--- src/rtl/slew_limited_bar_gauge_top_defines.svh ---
// ----------------------------------------------------------------------------
// Assertion macros for the slew limited bar gauge
// Shared implication forms used by the gauge RTL checks.
// ----------------------------------------------------------------------------
`ifndef SLEW_LIMITED_BAR_GAUGE_TOP_DEFINES_SVH
`define SLEW_LIMITED_BAR_GAUGE_TOP_DEFINES_SVH

// Same-cycle implication, disabled in reset
`define SLBG_ASSERT_SAME(label, clk, rst_n, ante, cons, msg) \
  label: assert property (@(posedge clk) disable iff (!rst_n) (ante) |-> (cons)) \
    else $error(msg);

// Next-cycle implication, disabled in reset
`define SLBG_ASSERT_NEXT(label, clk, rst_n, ante, cons, msg) \
  label: assert property (@(posedge clk) disable iff (!rst_n) (ante) |=> (cons)) \
    else $error(msg);

`endif

--- src/rtl/slbg_pkg.sv ---
// ----------------------------------------------------------------------------
// slbg_pkg
// Field widths, action codes and beat types of the slew limited bar gauge.
// ----------------------------------------------------------------------------
package slbg_pkg;

  // Field widths
  localparam int VALUE_BITS = 16;
  localparam int PIXEL_BITS = 12;
  localparam int PROD_BITS  = VALUE_BITS + PIXEL_BITS;
  localparam int CNT_BITS   = $clog2(PIXEL_BITS);

  // Configuration port
  localparam int CFG_DATA_BITS = 32;
  localparam int CFG_ADDR_BITS = 4;

  // Register indexes
  localparam logic [1:0] REG_BAR_WIDTH = 2'd0;
  localparam logic [1:0] REG_GAUGE_MAX = 2'd1;
  localparam logic [1:0] REG_GAUGE_MIN = 2'd2;
  localparam logic [1:0] REG_SLEW_STEP = 2'd3;

  // Register reset values
  localparam logic [PIXEL_BITS-1:0] BAR_WIDTH_RST = '0;
  localparam logic [VALUE_BITS-1:0] GAUGE_MAX_RST = VALUE_BITS'(100);
  localparam logic [VALUE_BITS-1:0] GAUGE_MIN_RST = '0;
  localparam logic [PIXEL_BITS-1:0] SLEW_STEP_RST = PIXEL_BITS'(1);

  // Action codes
  localparam logic [2:0] ACT_SET_NOW      = 3'd0;
  localparam logic [2:0] ACT_SET_ANIMATED = 3'd1;
  localparam logic [2:0] ACT_TICK         = 3'd2;
  localparam logic [2:0] ACT_RESCALE      = 3'd3;
  localparam logic [2:0] ACT_RESTART      = 3'd4;

  // Input beat
  typedef struct packed {
    logic [2:0]                   action;
    logic signed [VALUE_BITS-1:0] new_value;
  } slbg_in_t;

  // Result beat
  typedef struct packed {
    logic [PIXEL_BITS-1:0]        shown_width;
    logic [PIXEL_BITS-1:0]        target_width;
    logic signed [VALUE_BITS-1:0] gauge_value;
    logic                         settling;
    logic                         range_error;
  } slbg_out_t;

endpackage

--- src/rtl/slew_limited_bar_gauge_top.sv ---
// ----------------------------------------------------------------------------
// slew_limited_bar_gauge_top
// Bar gauge width engine: clamps a gauge value, scales it to pixels with a
// shared shift-subtract divider, and slews the shown width toward target.
// ----------------------------------------------------------------------------
//   port group | direction | handshake              | payload
//   in_        | input     | in_valid / in_stall    | slbg_in_t   (action, new_value)
//   out_       | output    | out_valid / out_stall  | slbg_out_t  (widths, value, flags)
//   p*         | input     | psel/penable/pready    | four 32-bit registers at 4*i
//
// A set or rescale beat with a valid range and a value above the minimum
//   passes clamp, one multiply, one divider step per quotient bit, then the result.
// Tick, restart, unused actions, and set or rescale beats whose width is
//   zero (empty range or value at the minimum) go straight to the result; no divide runs.
// in_stall is high from acceptance until the result is written to the output
//   register; a held output beat only delays that final write.
// rst_n is synchronous, active low; configuration, gauge state, state and out_valid reset.
// ----------------------------------------------------------------------------
`include "slew_limited_bar_gauge_top_defines.svh"

module slew_limited_bar_gauge_top (
  input  logic                                 clk,
  input  logic                                 rst_n,
  // input channel
  input  logic                                 in_valid,
  output logic                                 in_stall,
  input  slbg_pkg::slbg_in_t                   in_data,
  // result channel
  output logic                                 out_valid,
  input  logic                                 out_stall,
  output slbg_pkg::slbg_out_t                  out_data,
  // configuration port
  input  logic                                 psel,
  input  logic                                 penable,
  input  logic                                 pwrite,
  input  logic [slbg_pkg::CFG_ADDR_BITS-1:0]   paddr,
  input  logic [slbg_pkg::CFG_DATA_BITS-1:0]   pwdata,
  output logic [slbg_pkg::CFG_DATA_BITS-1:0]   prdata,
  output logic                                 pready
);
  import slbg_pkg::*;

  typedef enum logic [2:0] {
    S_IDLE,
    S_CALC,
    S_MUL,
    S_DIV,
    S_FINISH
  } state_t;

  state_t state_r;

  // Configuration registers
  logic [PIXEL_BITS-1:0]        bar_width_r;
  logic signed [VALUE_BITS-1:0] gauge_max_r;
  logic signed [VALUE_BITS-1:0] gauge_min_r;
  logic [PIXEL_BITS-1:0]        slew_step_r;

  // Gauge state
  logic signed [VALUE_BITS-1:0] current_value_r;
  logic [PIXEL_BITS-1:0]        shown_px_r;
  logic [PIXEL_BITS-1:0]        target_px_r;

  // Working registers
  logic [2:0]                   action_r;
  logic signed [VALUE_BITS-1:0] new_value_r;
  logic [VALUE_BITS-1:0]        off_r;
  logic [VALUE_BITS-1:0]        span_r;
  logic [VALUE_BITS-1:0]        rem_r;
  logic [PIXEL_BITS-1:0]        num_lo_r;
  logic [PIXEL_BITS-1:0]        quo_r;
  logic [CNT_BITS-1:0]          cnt_r;

  logic                         out_valid_r;
  slbg_out_t                    out_data_r;

  // Combinational helpers
  logic                         cfg_wr;
  logic                         range_bad;
  logic signed [VALUE_BITS-1:0] val_src;
  logic signed [VALUE_BITS-1:0] val_hi;
  logic signed [VALUE_BITS-1:0] val_clamped;
  logic signed [VALUE_BITS:0]   span_wide;
  logic signed [VALUE_BITS:0]   off_wide;
  logic [PROD_BITS-1:0]         prod;
  logic [VALUE_BITS:0]          trial;
  logic                         trial_ge;
  logic [PIXEL_BITS-1:0]        gap;
  logic [PIXEL_BITS-1:0]        tick_px;
  logic                         out_free;

  assign cfg_wr    = psel && penable && pwrite && pready;
  assign pready    = 1'b1;
  assign in_stall  = (state_r != S_IDLE);
  assign out_valid = out_valid_r;
  assign out_data  = out_data_r;
  assign out_free  = !(out_valid_r && out_stall);

  // Read back registers, zero extended
  always_comb begin
    unique case (paddr[3:2])
      REG_BAR_WIDTH: prdata = CFG_DATA_BITS'(bar_width_r);
      REG_GAUGE_MAX: prdata = CFG_DATA_BITS'($unsigned(gauge_max_r));
      REG_GAUGE_MIN: prdata = CFG_DATA_BITS'($unsigned(gauge_min_r));
      REG_SLEW_STEP: prdata = CFG_DATA_BITS'(slew_step_r);
      default:       prdata = '0;
    endcase
  end

  // Clamp to max first, then raise to min; form span and offset
  always_comb begin
    range_bad   = (gauge_max_r <= gauge_min_r);
    val_src     = ((action_r == ACT_SET_NOW) || (action_r == ACT_SET_ANIMATED)) ?
                  new_value_r : current_value_r;
    val_hi      = (val_src > gauge_max_r) ? gauge_max_r : val_src;
    val_clamped = (val_hi < gauge_min_r) ? gauge_min_r : val_hi;
    span_wide   = {gauge_max_r[VALUE_BITS-1], gauge_max_r}
                - {gauge_min_r[VALUE_BITS-1], gauge_min_r};
    off_wide    = {val_clamped[VALUE_BITS-1], val_clamped}
                - {gauge_min_r[VALUE_BITS-1], gauge_min_r};
  end

  // Shared multiplier and divider step
  always_comb begin
    prod     = PROD_BITS'(bar_width_r) * PROD_BITS'(off_r);
    trial    = {rem_r, num_lo_r[PIXEL_BITS-1]};
    trial_ge = (trial >= {1'b0, span_r});
  end

  // Slew the shown width toward target without overshoot
  always_comb begin
    if (shown_px_r < target_px_r) begin
      gap     = target_px_r - shown_px_r;
      tick_px = (slew_step_r >= gap) ? target_px_r : shown_px_r + slew_step_r;
    end else begin
      gap     = shown_px_r - target_px_r;
      tick_px = (slew_step_r >= gap) ? target_px_r : shown_px_r - slew_step_r;
    end
  end

  // Sequencer, state and registered outputs
  always_ff @(posedge clk) begin
    if (!rst_n) begin
      state_r         <= S_IDLE;
      bar_width_r     <= BAR_WIDTH_RST;
      gauge_max_r     <= GAUGE_MAX_RST;
      gauge_min_r     <= GAUGE_MIN_RST;
      slew_step_r     <= SLEW_STEP_RST;
      current_value_r <= '0;
      shown_px_r      <= '0;
      target_px_r     <= '0;
      out_valid_r     <= 1'b0;
    end else begin
      // write configuration
      if (cfg_wr) begin
        unique case (paddr[3:2])
          REG_BAR_WIDTH: bar_width_r <= pwdata[PIXEL_BITS-1:0];
          REG_GAUGE_MAX: gauge_max_r <= pwdata[VALUE_BITS-1:0];
          REG_GAUGE_MIN: gauge_min_r <= pwdata[VALUE_BITS-1:0];
          REG_SLEW_STEP: slew_step_r <= pwdata[PIXEL_BITS-1:0];
          default: ;
        endcase
      end

      // drop a taken result beat unless the finish step refills it
      if (out_valid_r && !out_stall && (state_r != S_FINISH)) begin
        out_valid_r <= 1'b0;
      end

      unique case (state_r)
        S_IDLE: begin
          if (in_valid) begin
            action_r    <= in_data.action;
            new_value_r <= in_data.new_value;
            state_r     <= S_CALC;
          end
        end

        S_CALC: begin
          quo_r <= '0;
          if ((action_r == ACT_SET_NOW) || (action_r == ACT_SET_ANIMATED) ||
              (action_r == ACT_RESCALE)) begin
            current_value_r <= val_clamped;
            off_r           <= off_wide[VALUE_BITS-1:0];
            span_r          <= span_wide[VALUE_BITS-1:0];
            if (range_bad || (val_clamped <= gauge_min_r)) begin
              state_r <= S_FINISH;
            end else begin
              state_r <= S_MUL;
            end
          end else begin
            if (action_r == ACT_RESTART) begin
              current_value_r <= gauge_min_r;
            end
            state_r <= S_FINISH;
          end
        end

        S_MUL: begin
          rem_r    <= prod[PROD_BITS-1:PIXEL_BITS];
          num_lo_r <= prod[PIXEL_BITS-1:0];
          cnt_r    <= CNT_BITS'(PIXEL_BITS - 1);
          state_r  <= S_DIV;
        end

        S_DIV: begin
          // one quotient bit per cycle
          rem_r    <= trial_ge ? VALUE_BITS'(trial - {1'b0, span_r}) :
                                 trial[VALUE_BITS-1:0];
          quo_r    <= {quo_r[PIXEL_BITS-2:0], trial_ge};
          num_lo_r <= {num_lo_r[PIXEL_BITS-2:0], 1'b0};
          cnt_r    <= cnt_r - CNT_BITS'(1);
          if (cnt_r == '0) begin
            state_r <= S_FINISH;
          end
        end

        S_FINISH: begin
          // hold until the output register is free
          if (out_free) begin
            out_valid_r             <= 1'b1;
            out_data_r.gauge_value  <= current_value_r;
            out_data_r.range_error  <= range_bad;
            unique case (action_r)
              ACT_SET_NOW, ACT_RESCALE: begin
                shown_px_r              <= quo_r;
                target_px_r             <= quo_r;
                out_data_r.shown_width  <= quo_r;
                out_data_r.target_width <= quo_r;
                out_data_r.settling     <= 1'b0;
              end
              ACT_SET_ANIMATED: begin
                target_px_r             <= quo_r;
                out_data_r.shown_width  <= shown_px_r;
                out_data_r.target_width <= quo_r;
                out_data_r.settling     <= (shown_px_r != quo_r);
              end
              ACT_TICK: begin
                shown_px_r              <= tick_px;
                out_data_r.shown_width  <= shown_px_r;
                out_data_r.target_width <= target_px_r;
                out_data_r.settling     <= (tick_px != target_px_r);
              end
              ACT_RESTART: begin
                shown_px_r              <= '0;
                target_px_r             <= '0;
                out_data_r.shown_width  <= '0;
                out_data_r.target_width <= '0;
                out_data_r.settling     <= 1'b0;
              end
              default: begin
                out_data_r.shown_width  <= shown_px_r;
                out_data_r.target_width <= target_px_r;
                out_data_r.settling     <= (shown_px_r != target_px_r);
              end
            endcase
            state_r <= S_IDLE;
          end
        end

        default: state_r <= S_IDLE;
      endcase
    end
  end

  // Checks
  `SLBG_ASSERT_NEXT(a_accept_busy, clk, rst_n, in_valid && !in_stall, in_stall,
                    "accepted beat did not make the block busy")
  `SLBG_ASSERT_SAME(a_div_rem_below_span, clk, rst_n, state_r == S_DIV, rem_r < span_r,
                    "divider remainder not below span")
  `SLBG_ASSERT_NEXT(a_finish_emits, clk, rst_n, (state_r == S_FINISH) && out_free,
                    out_valid && !in_stall,
                    "finished beat did not reach the output register")

endmodule

--- config.mk ---
export PLATFORM = sky130hd
export DESIGN_NAME = slew_limited_bar_gauge_top
export DESIGN_NICKNAME = d
export VERILOG_FILES = /design/src/rtl/slbg_pkg.sv /design/src/rtl/slew_limited_bar_gauge_top.sv
export VERILOG_INCLUDE_DIRS = /design/src /design/src/rtl
export SDC_FILE = /design/constraint.sdc
export NUM_CORES = 1
export LEC_CHECK = 0
export ABC_AREA = 1
export BUFFER_PORTS_ARGS = -buffer_cell sky130_fd_sc_hd__buf_4
export CORE_MARGIN = 4
export CORE_UTILIZATION = 45
export CTS_CLUSTER_SIZE = 25
export DETAILED_ROUTE_END_ITERATION = 7
export GPL_TIMING_DRIVEN = 0
export PLACE_DENSITY_LB_ADDON = 0.25
export SYNTH_ARGS = -nofsm -noshare
export SYNTH_HDL_FRONTEND = slang
export SYNTH_SLANG_ARGS = --single-unit
--- constraint.sdc ---
create_clock -name clk -period 8.35 [get_ports clk]
set_input_delay 1.2525 -clock clk [delete_from_list [all_inputs] [get_ports clk]]
set_output_delay 1.2525 -clock clk [all_outputs]
set_load 0.02 [all_outputs]
==> key figures, run 1 <==
Outcome
  • Status: finished, final reports clean

Placement
  • Place WS: 0.468 ns
  • Number of placed instances with taps included: 3397
  • DP Wirelength: 53500 µm
  • Routability cong.: 0.987
  • Count of input and output buffers: 103

Timing
  • Clk_skew: 0.0383 ns
  • RSZ-0062 raised after global routing: false
  • Final min period: 7.68 ns
  • Max_slew headroom: 14.4%
  • Achievable Freq: 130 MHz
  • Fin worst setup slack: 0.667 ns
  • Tcrit/Tclk final: 92.0%
  • # setup viols final: 0
  • Worst slew pin tran: 1.28 ns
  • Fin. Hold Viols: 0
  • Setup TNS: 0 ns
  • Hold slack: 0.463 ns
  • Slew Viols, Final: 0

Logic synthesis
  • Top post-synthesis cells by area: edfxtp_1, fa_1, ha_1
  • Async SR Flop Fraction: 0%
  • Synth Area per Inst: 8.09 µm²
  • Synth top area share: 19.1%
  • Synth warn: 0
  • Post-synthesis cell count: 2663
  • Distinct cell type count after synthesis: 57
  • Synth Cell Area: 21500 µm²
  • Cell taking the most area after synthesis: edfxtp_1
  • Register bit count reported by yosys: 237
  • Top FF cell, synth: edfxtp_1
  • Sequential fraction of the synthesis area: 28.4%
  • Post-synth EDFFs: 137

Routing
  • DR top layer: met5
  • DRC viols: 0
  • Met3 WL: 4090 µm
  • Avg WL per Cell: 18.7 µm
  • Met2 routed WL: 29200 µm
  • Met1 wire length: 28700 µm
  • 1st-pass router iterations: 5
  • Initial DRC Count: 1487
  • Routed Antenna Nets: 0
  • Drt total wl: 64400 µm
  • Via/cell ratio: 5.40
  • DR vias: 18600

Setup path
  • CP Max Fanout: 10
  • Critical path's slowest cell: fa_1
  • Setup CP Type: flip-flop to flip-flop
  • Worst stage delay on the critical path: 0.42 ns
  • Arr. time, crit path: 8.22 ns
  • CP endpoint kind: flip-flop
  • CP dominant cell by count: nand2_1
  • CP Buf/Inv Count: 7
  • Worst path top cell family by delay: simple AND/OR/NAND/NOR gates
  • Startpoint Class: flip-flop
  • Required @ worst endpoint: 8.89 ns

CTS
  • # H-tree levels: 1
  • Clock transition at the registers of the reported paths: 0.06 ns
  • Clock Tree Root: clkbuf_16
  • Max Root-Sink Buffers: 3
  • Worst skew pair latency: 0.60 ns
  • TritonCTS Sinks: 237
  • CTS buffer count: 28
  • CTS tree: yes
  • Post-cts hold buffer count: 0

Pwr
  • Power Density: 193 nW/µm²
  • Worst VDD drop: 0.000187 V
  • Leak pwr: 11.7 nW

Floorplanning
  • Die Span X: 227 µm
  • IO Count: 139
  • Placement Rows: 79
  • DIE AREA: 51400 µm²
  • Die Ht: 227 µm
  • Core area: 47000 µm²
  • Initial Utilization: 45.9%

Layout
  • Sequential cell area: 6120 µm²
  • Nets@finish: 3243
  • Share of post-route cells with drive strength above 1: 8.69%
  • Syn-to-layout area delta: 12.5%
  • # fillers: 4463
  • Multi-input gate area in the final layout: 13400 µm²
  • Final cell count without fillers: 3449
  • ANT cells: 0

Global routing
  • Initial antenna violation count: 1
  • Gr usage total: 25.2%
  • Gr ovfl total: 0
  • Global-route wire length before repair: 102000 µm
  • Largest net degree at the start of global routing: 27
  • Vias in the first global route: 18800

Worst hold path
  • Hold Path Class: flip-flop to flip-flop

Job
  • MaxCap Viol Count: 0
final timing paths:
check	startpoint	endpoint	slack, ns	depth (start not counted)
setup / recovery	action_r[2]$_DFFE_PP_	state_r[1]$_SDFFE_PN0P_	0.67	38
hold reg to reg	current_value_r[10]$_SDFFE_PN0P_	out_data[12]$_DFFE_PP_	0.46	0
setup reg to reg	action_r[2]$_DFFE_PP_	state_r[1]$_SDFFE_PN0P_	0.67	38
hold / removal	current_value_r[10]$_SDFFE_PN0P_	out_data[12]$_DFFE_PP_	0.46	0
worst reg2reg max path: cells and delay by family, from the launching register on:
kind                       cells  cell delay (ns)
and+or+nand+nor               19             2.64
buffers and inverters          7             1.32
muxes                          1             0.40
xor gates and xnor gates       1             0.15
adders and majority gates      4             1.31
AOI/OAI and AO/OA              6             1.47
DFF                            1             0.35
per-stage QoR:
stage | cell area, µm² | power, mW | util [%]
after floorplan | 21600 | 2.87 | -
after global placement | 23100 | 3.35 | 49.3
after detailed placement | 23300 | 3.39 | 49.5
after CTS | 24200 | 4.67 | 51.6
after global routing | 24200 | 5.01 | 51.6
final | 24200 | 4.67 | 51.6
area by class of cell:
| class | count | area share (%) |
|---|---|---|
| well taps | 607 | 3.13 |
| flip-flops and latches | 237 | 25.2 |
| plain buffers | 125 | 2.39 |
| clock inverters | 19 | 0.847 |
| multi-input cells | 1903 | 55.2 |
| repair buffers | 112 | 3.60 |
| inverters | 413 | 6.40 |
| clock buffers | 33 | 3.15 |
cells in the final DEF (no fill, tap or decap), types with 7 or more instances in the layout:
cell	synthesis	layout
nand3_1	97	97
inv_1	408	408
clkbuf_16	0	30
buf_2	12	12
buf_6	4	7
clkinv_2	0	7
nor3_1	16	13
clkbuf_1	88	91
nand3b_1	9	9
fa_1	147	147
xor2_1	74	74
o22ai_1	28	28
nand4_1	16	16
ha_1	214	214
nor2_1	134	133
dfxtp_1	100	100
o2111ai_1	11	11
o211ai_1	9	9
o21ai_1	15	15
a31oi_1	19	19
nand2_1	574	574
a21oi_1	232	232
mux2_2	15	15
o21ai_0	162	162
xnor2_1	25	25
buf_4	17	125
conb_1	2	17
edfxtp_1	137	137
a211oi_1	17	17
metal layers:
layer / GRT usage [%] / vias to the layer above
met4: 8.13 / 2
met3: 2.90 / 136
met5: 0 / -
met2: 41.3 / 669
li1: - / 9015
met1: 35.0 / 8797
where the power goes:
group          switching, mW  leakage, nW  internal, mW  total [mW]
Clock                  0.525        0.467         0.750        1.27
Sequential            0.0531         2.07          1.35        1.40
Combinational           1.30         9.13         0.698        2.00
cells by family (layout without fill, tap and decap cells):
kind of cell	after synthesis	after routing	synth area share, %
simple gates	869	869	16.5
buf+inv	538	702	9.88
mux	15	15	0.784
xor+xnor	99	99	4.02
fa+ha+maj	361	361	26.1
flops	237	237	28.4
compound gates	542	542	14.3
other cells	2	17	0.0349
timing repair:
action                     CTS  global route
setup buffers                0             0
setup endpoints to repair    0             2
resized for setup            0             1
registers in the layout, summed over array words and instances, names as in the netlist:
register,flops
out_data,42
current_value_r,16
gauge_max_r,16
gauge_min_r,16
new_value_r,16
off_r,16
rem_r,16
span_r,16
bar_width_r,12
num_lo_r,12
quo_r,12
shown_px_r,12
slew_step_r,12
target_px_r,12
cnt_r,4
action_r,3
state_r,3
out_valid,1
cells in the mapped netlist (17+ instances only):
cell and n:
xor2_1 74, nor2_1 134, inv_1 408, a211oi_1 17, nand3_1 97, dfxtp_1 100
buf_4 17, xnor2_1 25, clkbuf_1 88, nand2_1 574, edfxtp_1 137, a31oi_1 19
fa_1 147, o21ai_0 162, o22ai_1 28, a21oi_1 232, ha_1 214
Note: power is estimated with default switching activity, not from simulation.
==> inputs of run 2 (changes only) <==
--- a/config.mk
+++ b/config.mk
@@ -13,7 +13,7 @@
 export CTS_CLUSTER_SIZE = 25
 export DETAILED_ROUTE_END_ITERATION = 7
 export GPL_TIMING_DRIVEN = 0
-export PLACE_DENSITY_LB_ADDON = 0.25
+export PLACE_DENSITY = 0.68
 export SYNTH_ARGS = -nofsm -noshare
 export SYNTH_HDL_FRONTEND = slang
 export SYNTH_SLANG_ARGS = --single-unit
==> run 2 against run 1 <==
Net effect: routed wire length up 0.26%; sequential power barely moved; largest cell class unchanged; fmax up 0.97%; critical endpoint unchanged; largest power group unchanged; global-route usage down 0.16 points; critical path depth is 1 higher; clock power fell by 5%; worst setup slack improved by 0.074 ns; critical path type unchanged.
==> key figures, run 2 (synthesis gave the netlist of run 1 again) <==
Routing
  • Avg WL per Cell: 18.7 µm (about the same)
  • Initial DRC Count: 1587 (was 1487)
  • Routed Antenna Nets: 0 (unchanged)
  • 1st-pass router iterations: 6 (was 5)
  • Drt total wl: 64600 µm (was 64400 µm)
  • DR vias: 18900 (was 18600)
  • Via/cell ratio: 5.49 (was 5.40)
  • DRC viols: 0 (unchanged)

Setup path
  • Required @ worst endpoint: 8.88 ns (was 8.89 ns)
  • CP endpoint kind: flip-flop (unchanged)
  • RR Endpoint: state_r[1]$_SDFFE_PN0P_ (unchanged)
  • Critical path's slowest cell: fa_1 (unchanged)
  • Worst stage delay on the critical path: 0.44 ns (was 0.42 ns)
  • Worst path top cell family by delay: simple AND/OR/NAND/NOR gates (unchanged)
  • CP Buf/Inv Count: 7 (unchanged)
  • Setup CP Type: flip-flop to flip-flop (unchanged)
  • CP Max Fanout: 10 (unchanged)
  • Startpoint Class: flip-flop (unchanged)
  • Flop2flop setup slack: 0.74 ns (was 0.67 ns)
  • Path depth of the worst reg2reg path: 39 (was 38)
  • R2R Path Start: action_r[2]$_DFFE_PP_ (unchanged)
  • Arr. time, crit path: 8.14 ns (was 8.22 ns)
  • CP dominant cell by count: nand2_1 (unchanged)

Timing
  • Max_slew headroom: 20.3% (was 14.4%)
  • Tcrit/Tclk final: 91.1% (was 92.0%)
  • Final min period: 7.61 ns (was 7.68 ns)
  • Achievable Freq: 131 MHz (was 130 MHz)
  • Fin. Hold Viols: 0 (unchanged)
  • Clk_skew: 0.0303 ns (was 0.0383 ns)
  • Slew Viols, Final: 0 (unchanged)
  • # setup viols final: 0 (unchanged)
  • Worst slew pin tran: 1.19 ns (was 1.28 ns)
  • RSZ-0062 raised after global routing: false (unchanged)
  • Setup TNS: 0 ns (unchanged)

Worst hold path
  • Hold Path Class: flip-flop to flip-flop (unchanged)
  • Hold Path Origin: current_value_r[1]$_SDFFE_PN0P_ (was current_value_r[10]$_SDFFE_PN0P_)
  • Hold depth: 0 (unchanged)
  • Worst Hold End: out_data[3]$_DFFE_PP_ (was out_data[12]$_DFFE_PP_)

CTS
  • Post-cts hold buffer count: 0 (unchanged)
  • CTS buffer count: 27 (was 28)
  • Clock transition at the registers of the reported paths: 0.07 ns (was 0.06 ns)
  • Clock Tree Root: clkbuf_16 (unchanged)
  • Max Root-Sink Buffers: 3 (unchanged)
  • # Post-CTS Setup Buffers: 0 (unchanged)
  • # H-tree levels: 1 (unchanged)
  • Worst skew pair latency: 0.58 ns (was 0.60 ns)
  • CTS tree: yes (unchanged)
  • TritonCTS Sinks: 237 (unchanged)

Layout
  • Syn-to-layout area delta: 12.2% (was 12.5%)
  • Nets@finish: 3241 (was 3243)
  • Max FFs per register: 42 (unchanged)
  • Share of post-route cells with drive strength above 1: 8.67% (was 8.69%)
  • Multi-input gate area in the final layout: 13400 µm² (unchanged)
  • # fillers: 4433 (was 4463)
  • Most common library cell in the layout ignoring fill and taps: nand2_1 (unchanged)
  • Design area: 24200 µm² (about the same)
  • Sequential cell area: 6120 µm² (unchanged)
  • Commonest non-fill, non-tap cells in the layout: nand2_1, inv_1, a21oi_1 (unchanged)

Placement
  • Dpl cell area: 23300 µm² (unchanged)
  • DP Wirelength: 53500 µm (about the same)
  • Routability cong.: 0.996 (was 0.987)
  • Count of input and output buffers: 103 (unchanged)

Pwr
  • Power Density: 191 nW/µm² (was 193 nW/µm²)
  • Sw frac: 40.9% (was 40.1%)
  • Sequential fraction of design power: 30.3% (was 30.0%)
  • Combinational power share: 43.6% (was 42.7%)
  • Clk pwr share: 26.1% (was 27.3%)
  • Cell internal pwr: 2.73 mW (was 2.80 mW)
  • Sw power: 1.89 mW (was 1.88 mW)
  • Worst VDD drop: 0.000162 V (was 0.000187 V)
  • Leak pwr: 11.6 nW (was 11.7 nW)

Global routing
  • Global-route wire length before repair: 102000 µm (about the same)
  • Gr ovfl total: 0 (unchanged)
  • Gr usage total: 25.0% (was 25.2%)
  • Vias in the first global route: 18900 (was 18800)
  • Largest net degree at the start of global routing: 26 (was 27)
  • Initial antenna violation count: 2 (was 1)

Floorplanning
  • DIE AREA: 51400 µm² (unchanged)
  • Core area: 47000 µm² (unchanged)
  • Die Ht: 227 µm (unchanged)
  • Die Span X: 227 µm (unchanged)
  • Initial Utilization: 45.9% (unchanged)
  • IO Count: 139 (unchanged)
  • Placement Rows: 79 (unchanged)

Outcome
  • Status: finished, final reports clean (unchanged)

Job
  • MaxCap Viol Count: 0 (unchanged)
## run 2: cell types whose count changed in the layout (fill, tap and decap cells not counted), moves of 2 or more
cell and change:
clkinv_2 -4, bufinv_16 -3, clkinv_4 +2, clkbuf_8 +3, buf_4 -2, clkbuf_1 -2
## run 2: routing by layer
layer	global-route usage (%)	up-vias	share of wire, %
li1	-	9011	-
met1	34.8	9066	44
met2	41.3	712	46
met3	3.17	118	6.8
met4	7.09	0	3.1
met5	0	-	0
## run 2: power by group through the flow
stage / clock, mW / sequential, mW / combinational [mW]
6_report: 1.21 / 1.40 / 2.02
5_1_grt: 1.27 / 1.41 / 2.28
4_1_cts: 1.22 / 1.40 / 2.01
3_5_place_dp: 0 / 1.42 / 2.00
3_3_place_gp: 0 / 1.43 / 1.95
2_1_floorplan: 0 / 1.42 / 1.45
## run 2: cell type report
class / count / area share (%)
multi-input cells: 1903 / 55.4
flip-flops and latches: 237 / 25.3
inverters: 413 / 6.41
repair buffers: 111 / 3.61
clock buffers: 36 / 3.34
well taps: 607 / 3.14
plain buffers: 125 / 2.39
clock inverters: 14 / 0.445
diodes: 1 / 0.0103
## run 2: worst reg2reg max path, delay by kind of cell, from the launching register on
kind | cells | cell delay (ns)
muxes | 1 | 0.39
AOI/OAI and AO/OA | 7 | 1.53
DFF | 1 | 0.36
buffers and inverters | 7 | 1.28
xor gates and xnor gates | 1 | 0.13
adders and majority gates | 4 | 1.27
and+or+nand+nor | 19 | 2.58
## run 2: how the worst max path moves through the flow
stage,start,to,cells past startpoint
global route,action_r[2]$_DFFE_PP_,off_r[15]$_DFFE_PP_,37
detailed placement,action_r[2]$_DFFE_PP_,state_r[1]$_SDFFE_PN0P_,37
CTS,action_r[2]$_DFFE_PP_,state_r[1]$_SDFFE_PN0P_,37
global placement,action_r[2]$_DFFE_PP_,state_r[1]$_SDFFE_PN0P_,37
floorplan,action_r[2]$_DFFE_PP_,off_r[15]$_DFFE_PP_,39
finish,action_r[2]$_DFFE_PP_,state_r[1]$_SDFFE_PN0P_,39
## run 2: timing repair
item,in CTS,in global routing
resized for setup,0,1
setup endpoints to repair,0,2
endpoints found under the hold margin,0,0
## run 2: through the flow
step                power [mW]  setup slack (ns)  hold WS [ns]  cells  util (%)
floorplan                 2.87              2.19         0.427   2678         -
global placement          3.38             0.582         0.451   3388      49.3
detailed placement        3.42             0.561         0.444   3396      49.5
CTS                       4.63             0.526         0.458   3446      51.5
global route              4.96          0.000470         0.480   3446      51.5
finish                    4.63             0.741         0.460   3447      51.5
==> inputs of run 3 (changes only) <==
--- a/config.mk
+++ b/config.mk
@@ -13,6 +13,7 @@
 export CTS_CLUSTER_SIZE = 25
 export DETAILED_ROUTE_END_ITERATION = 7
 export GPL_TIMING_DRIVEN = 0
+export MAX_ROUTING_LAYER = met4
 export PLACE_DENSITY = 0.68
 export SYNTH_ARGS = -nofsm -noshare
 export SYNTH_HDL_FRONTEND = slang
==> run 3 against run 2 <==
Net effect: clock-buffer cell count grew 5; critical path depth shrank 2; first-iteration DRC count shrank 10%; critical endpoint unchanged; final cell count is essentially flat; global-route usage grew 0.25 points; non-clock buffer count is the same.
==> key figures, run 3 (synthesis gave the netlist of run 1 again) <==
Routing
  • 1st-pass router iterations: 5 (was 6)
  • DR vias: 18600 (was 18900)
  • DRC viols: 0 (unchanged)
  • Routed Antenna Nets: 0 (unchanged)
  • Initial DRC Count: 1421 (was 1587)
  • Avg WL per Cell: 18.4 µm (was 18.7 µm)
  • Via/cell ratio: 5.39 (was 5.49)
  • Drt total wl: 63300 µm (was 64600 µm)

Timing
  • Max_slew headroom: 8.83% (was 20.3%)
  • Fin. Hold Viols: 0 (unchanged)
  • RSZ-0062 raised after global routing: false (unchanged)
  • Hold slack: 0.461 ns (was 0.460 ns)
  • Final min period: 7.62 ns (was 7.61 ns)
  • # setup viols final: 0 (unchanged)
  • Slew Viols, Final: 0 (unchanged)
  • Setup TNS: 0 ns (unchanged)
  • Worst slew pin tran: 1.36 ns (was 1.19 ns)
  • Clk_skew: 0.0277 ns (was 0.0303 ns)
  • Achievable Freq: 131 MHz (about the same)
  • Tcrit/Tclk final: 91.3% (was 91.1%)

Global routing
  • Vias in the first global route: 18800 (was 18900)
  • Largest net degree at the start of global routing: 26 (unchanged)
  • Global-route wire length before repair: 99900 µm (was 102000 µm)
  • Gr usage total: 25.3% (was 25.0%)
  • Gr ovfl total: 0 (unchanged)
  • Initial antenna violation count: 2 (unchanged)

Setup path
  • Setup CP Type: flip-flop to flip-flop (unchanged)
  • CP endpoint kind: flip-flop (unchanged)
  • WP depth: 37 (was 39)
  • Critical path's slowest cell: fa_1 (unchanged)
  • CP Max Fanout: 10 (unchanged)
  • Flop2flop setup slack: 0.73 ns (was 0.74 ns)
  • Required @ worst endpoint: 8.85 ns (was 8.88 ns)
  • RR Endpoint: state_r[1]$_SDFFE_PN0P_ (unchanged)
  • Worst stage delay on the critical path: 0.43 ns (was 0.44 ns)
  • CP dominant cell by count: nand2_1 (unchanged)
  • R2R Path Start: action_r[2]$_DFFE_PP_ (unchanged)
  • Path depth of the worst reg2reg path: 37 (was 39)
  • CP Buf/Inv Count: 7 (unchanged)
  • Worst path top cell family by delay: simple AND/OR/NAND/NOR gates (unchanged)
  • Startpoint Class: flip-flop (unchanged)
  • Arr. time, crit path: 8.12 ns (was 8.14 ns)

Pwr
  • Leak pwr: 11.7 nW (was 11.6 nW)
  • Worst VDD drop: 0.000168 V (was 0.000162 V)
  • Total chip power: 4.62 mW (was 4.63 mW)
  • Power Density: 191 nW/µm² (about the same)

Floorplanning
  • Initial Utilization: 45.9% (unchanged)
  • IO Count: 139 (unchanged)
  • DIE AREA: 51400 µm² (unchanged)
  • Die Ht: 227 µm (unchanged)
  • Core area: 47000 µm² (unchanged)
  • Die Span X: 227 µm (unchanged)
  • Placement Rows: 79 (unchanged)

Placement
  • Routability cong.: 0.977 (was 0.996)
  • Dpl cell area: 23300 µm² (unchanged)
  • DP Wirelength: 52800 µm (was 53500 µm)
  • Count of input and output buffers: 103 (unchanged)
  • Number of placed instances with taps included: 3396 (unchanged)

Worst hold path
  • Hold Path Class: flip-flop to flip-flop (unchanged)
  • Hold depth: 0 (unchanged)
  • Worst Hold End: out_data[9]$_DFFE_PP_ (was out_data[3]$_DFFE_PP_)
  • Hold Path Origin: current_value_r[7]$_SDFFE_PN0P_ (was current_value_r[1]$_SDFFE_PN0P_)

Layout
  • Max FFs per register: 42 (unchanged)
  • Final cell count without fillers: 3445 (was 3447)
  • Nets@finish: 3241 (unchanged)
  • Share of post-route cells with drive strength above 1: 8.56% (was 8.67%)
  • Design area: 24200 µm² (about the same)
  • Commonest non-fill, non-tap cells in the layout: nand2_1, inv_1, a21oi_1 (unchanged)
  • Most common library cell in the layout ignoring fill and taps: nand2_1 (unchanged)
  • ANT cells: 0 (was 1)
  • Syn-to-layout area delta: 12.2% (about the same)

CTS
  • CTS buffer count: 27 (unchanged)
  • # H-tree levels: 1 (unchanged)
  • CTS tree: yes (unchanged)
  • Post-CTS Resized: 0 (unchanged)
  • Max Root-Sink Buffers: 3 (unchanged)
  • Clock Tree Root: clkbuf_16 (unchanged)
  • TritonCTS Sinks: 237 (unchanged)
  • Clock transition at the registers of the reported paths: 0.06 ns (was 0.07 ns)
  • Worst skew pair latency: 0.57 ns (was 0.58 ns)
  • Post-cts hold buffer count: 0 (unchanged)
  • # Post-CTS Setup Buffers: 0 (unchanged)

Outcome
  • Status: finished, final reports clean (unchanged)

Job
  • MaxCap Viol Count: 0 (unchanged)
## run 3: worst max-delay path by stage
stage / from / to / slack, ns
finish: action_r[2]$_DFFE_PP_ / state_r[1]$_SDFFE_PN0P_ / 0.73
detailed placement: action_r[2]$_DFFE_PP_ / state_r[1]$_SDFFE_PN0P_ / 0.50
global placement: action_r[2]$_DFFE_PP_ / state_r[1]$_SDFFE_PN0P_ / 0.57
CTS: action_r[2]$_DFFE_PP_ / state_r[1]$_SDFFE_PN0P_ / 0.50
global route: action_r[2]$_DFFE_PP_ / state_r[1]$_SDFFE_PN0P_ / 0.06
floorplan: action_r[2]$_DFFE_PP_ / off_r[15]$_DFFE_PP_ / 2.19
## run 3: through the flow
| step | worst slack [ns] | utilization, % |
|---|---|---|
| CTS | 0.500 | 51.5 |
| finish | 0.726 | 51.5 |
| detailed placement | 0.500 | 49.5 |
| floorplan | 2.19 | - |
| global placement | 0.573 | 49.3 |
| global route | 0.0566 | 51.5 |
## run 3: power by group
group          internal (mW)  switching (mW)
clock                  0.723           0.502
sequential              1.35          0.0525
combinational          0.699            1.30
## run 3: routing by layer
layer,wire length [µm],vias to the layer above,track usage [%]
met3,4660,125,3.40
met5,0,-,-
li1,-,9008,-
met2,28700,689,40.0
met4,2290,0,8.39
met1,27700,8751,33.7
## run 3: cell type report
type | instances | area (µm²)
timing repair buffer | 111 | 872
fill | 4508 | 22800
tap | 607 | 759
inverter | 413 | 1550
sequential | 237 | 6120
buffer | 125 | 578
multi-input combinational | 1903 | 13400
clock buffer | 41 | 835
clock inverter | 8 | 85.1
## run 3: worst reg2reg max path: cells and delay by family (launching register included)
family / cells / cell delay (ns)
AO/OA/AOI/OAI: 6 / 1.62
AND/OR/NAND/NOR: 18 / 2.59
flip-flops: 1 / 0.35
multiplexers: 1 / 0.39
buffers and inverters: 7 / 1.19
adder cells (fa/ha/maj): 4 / 1.27
XOR/XNOR: 1 / 0.14
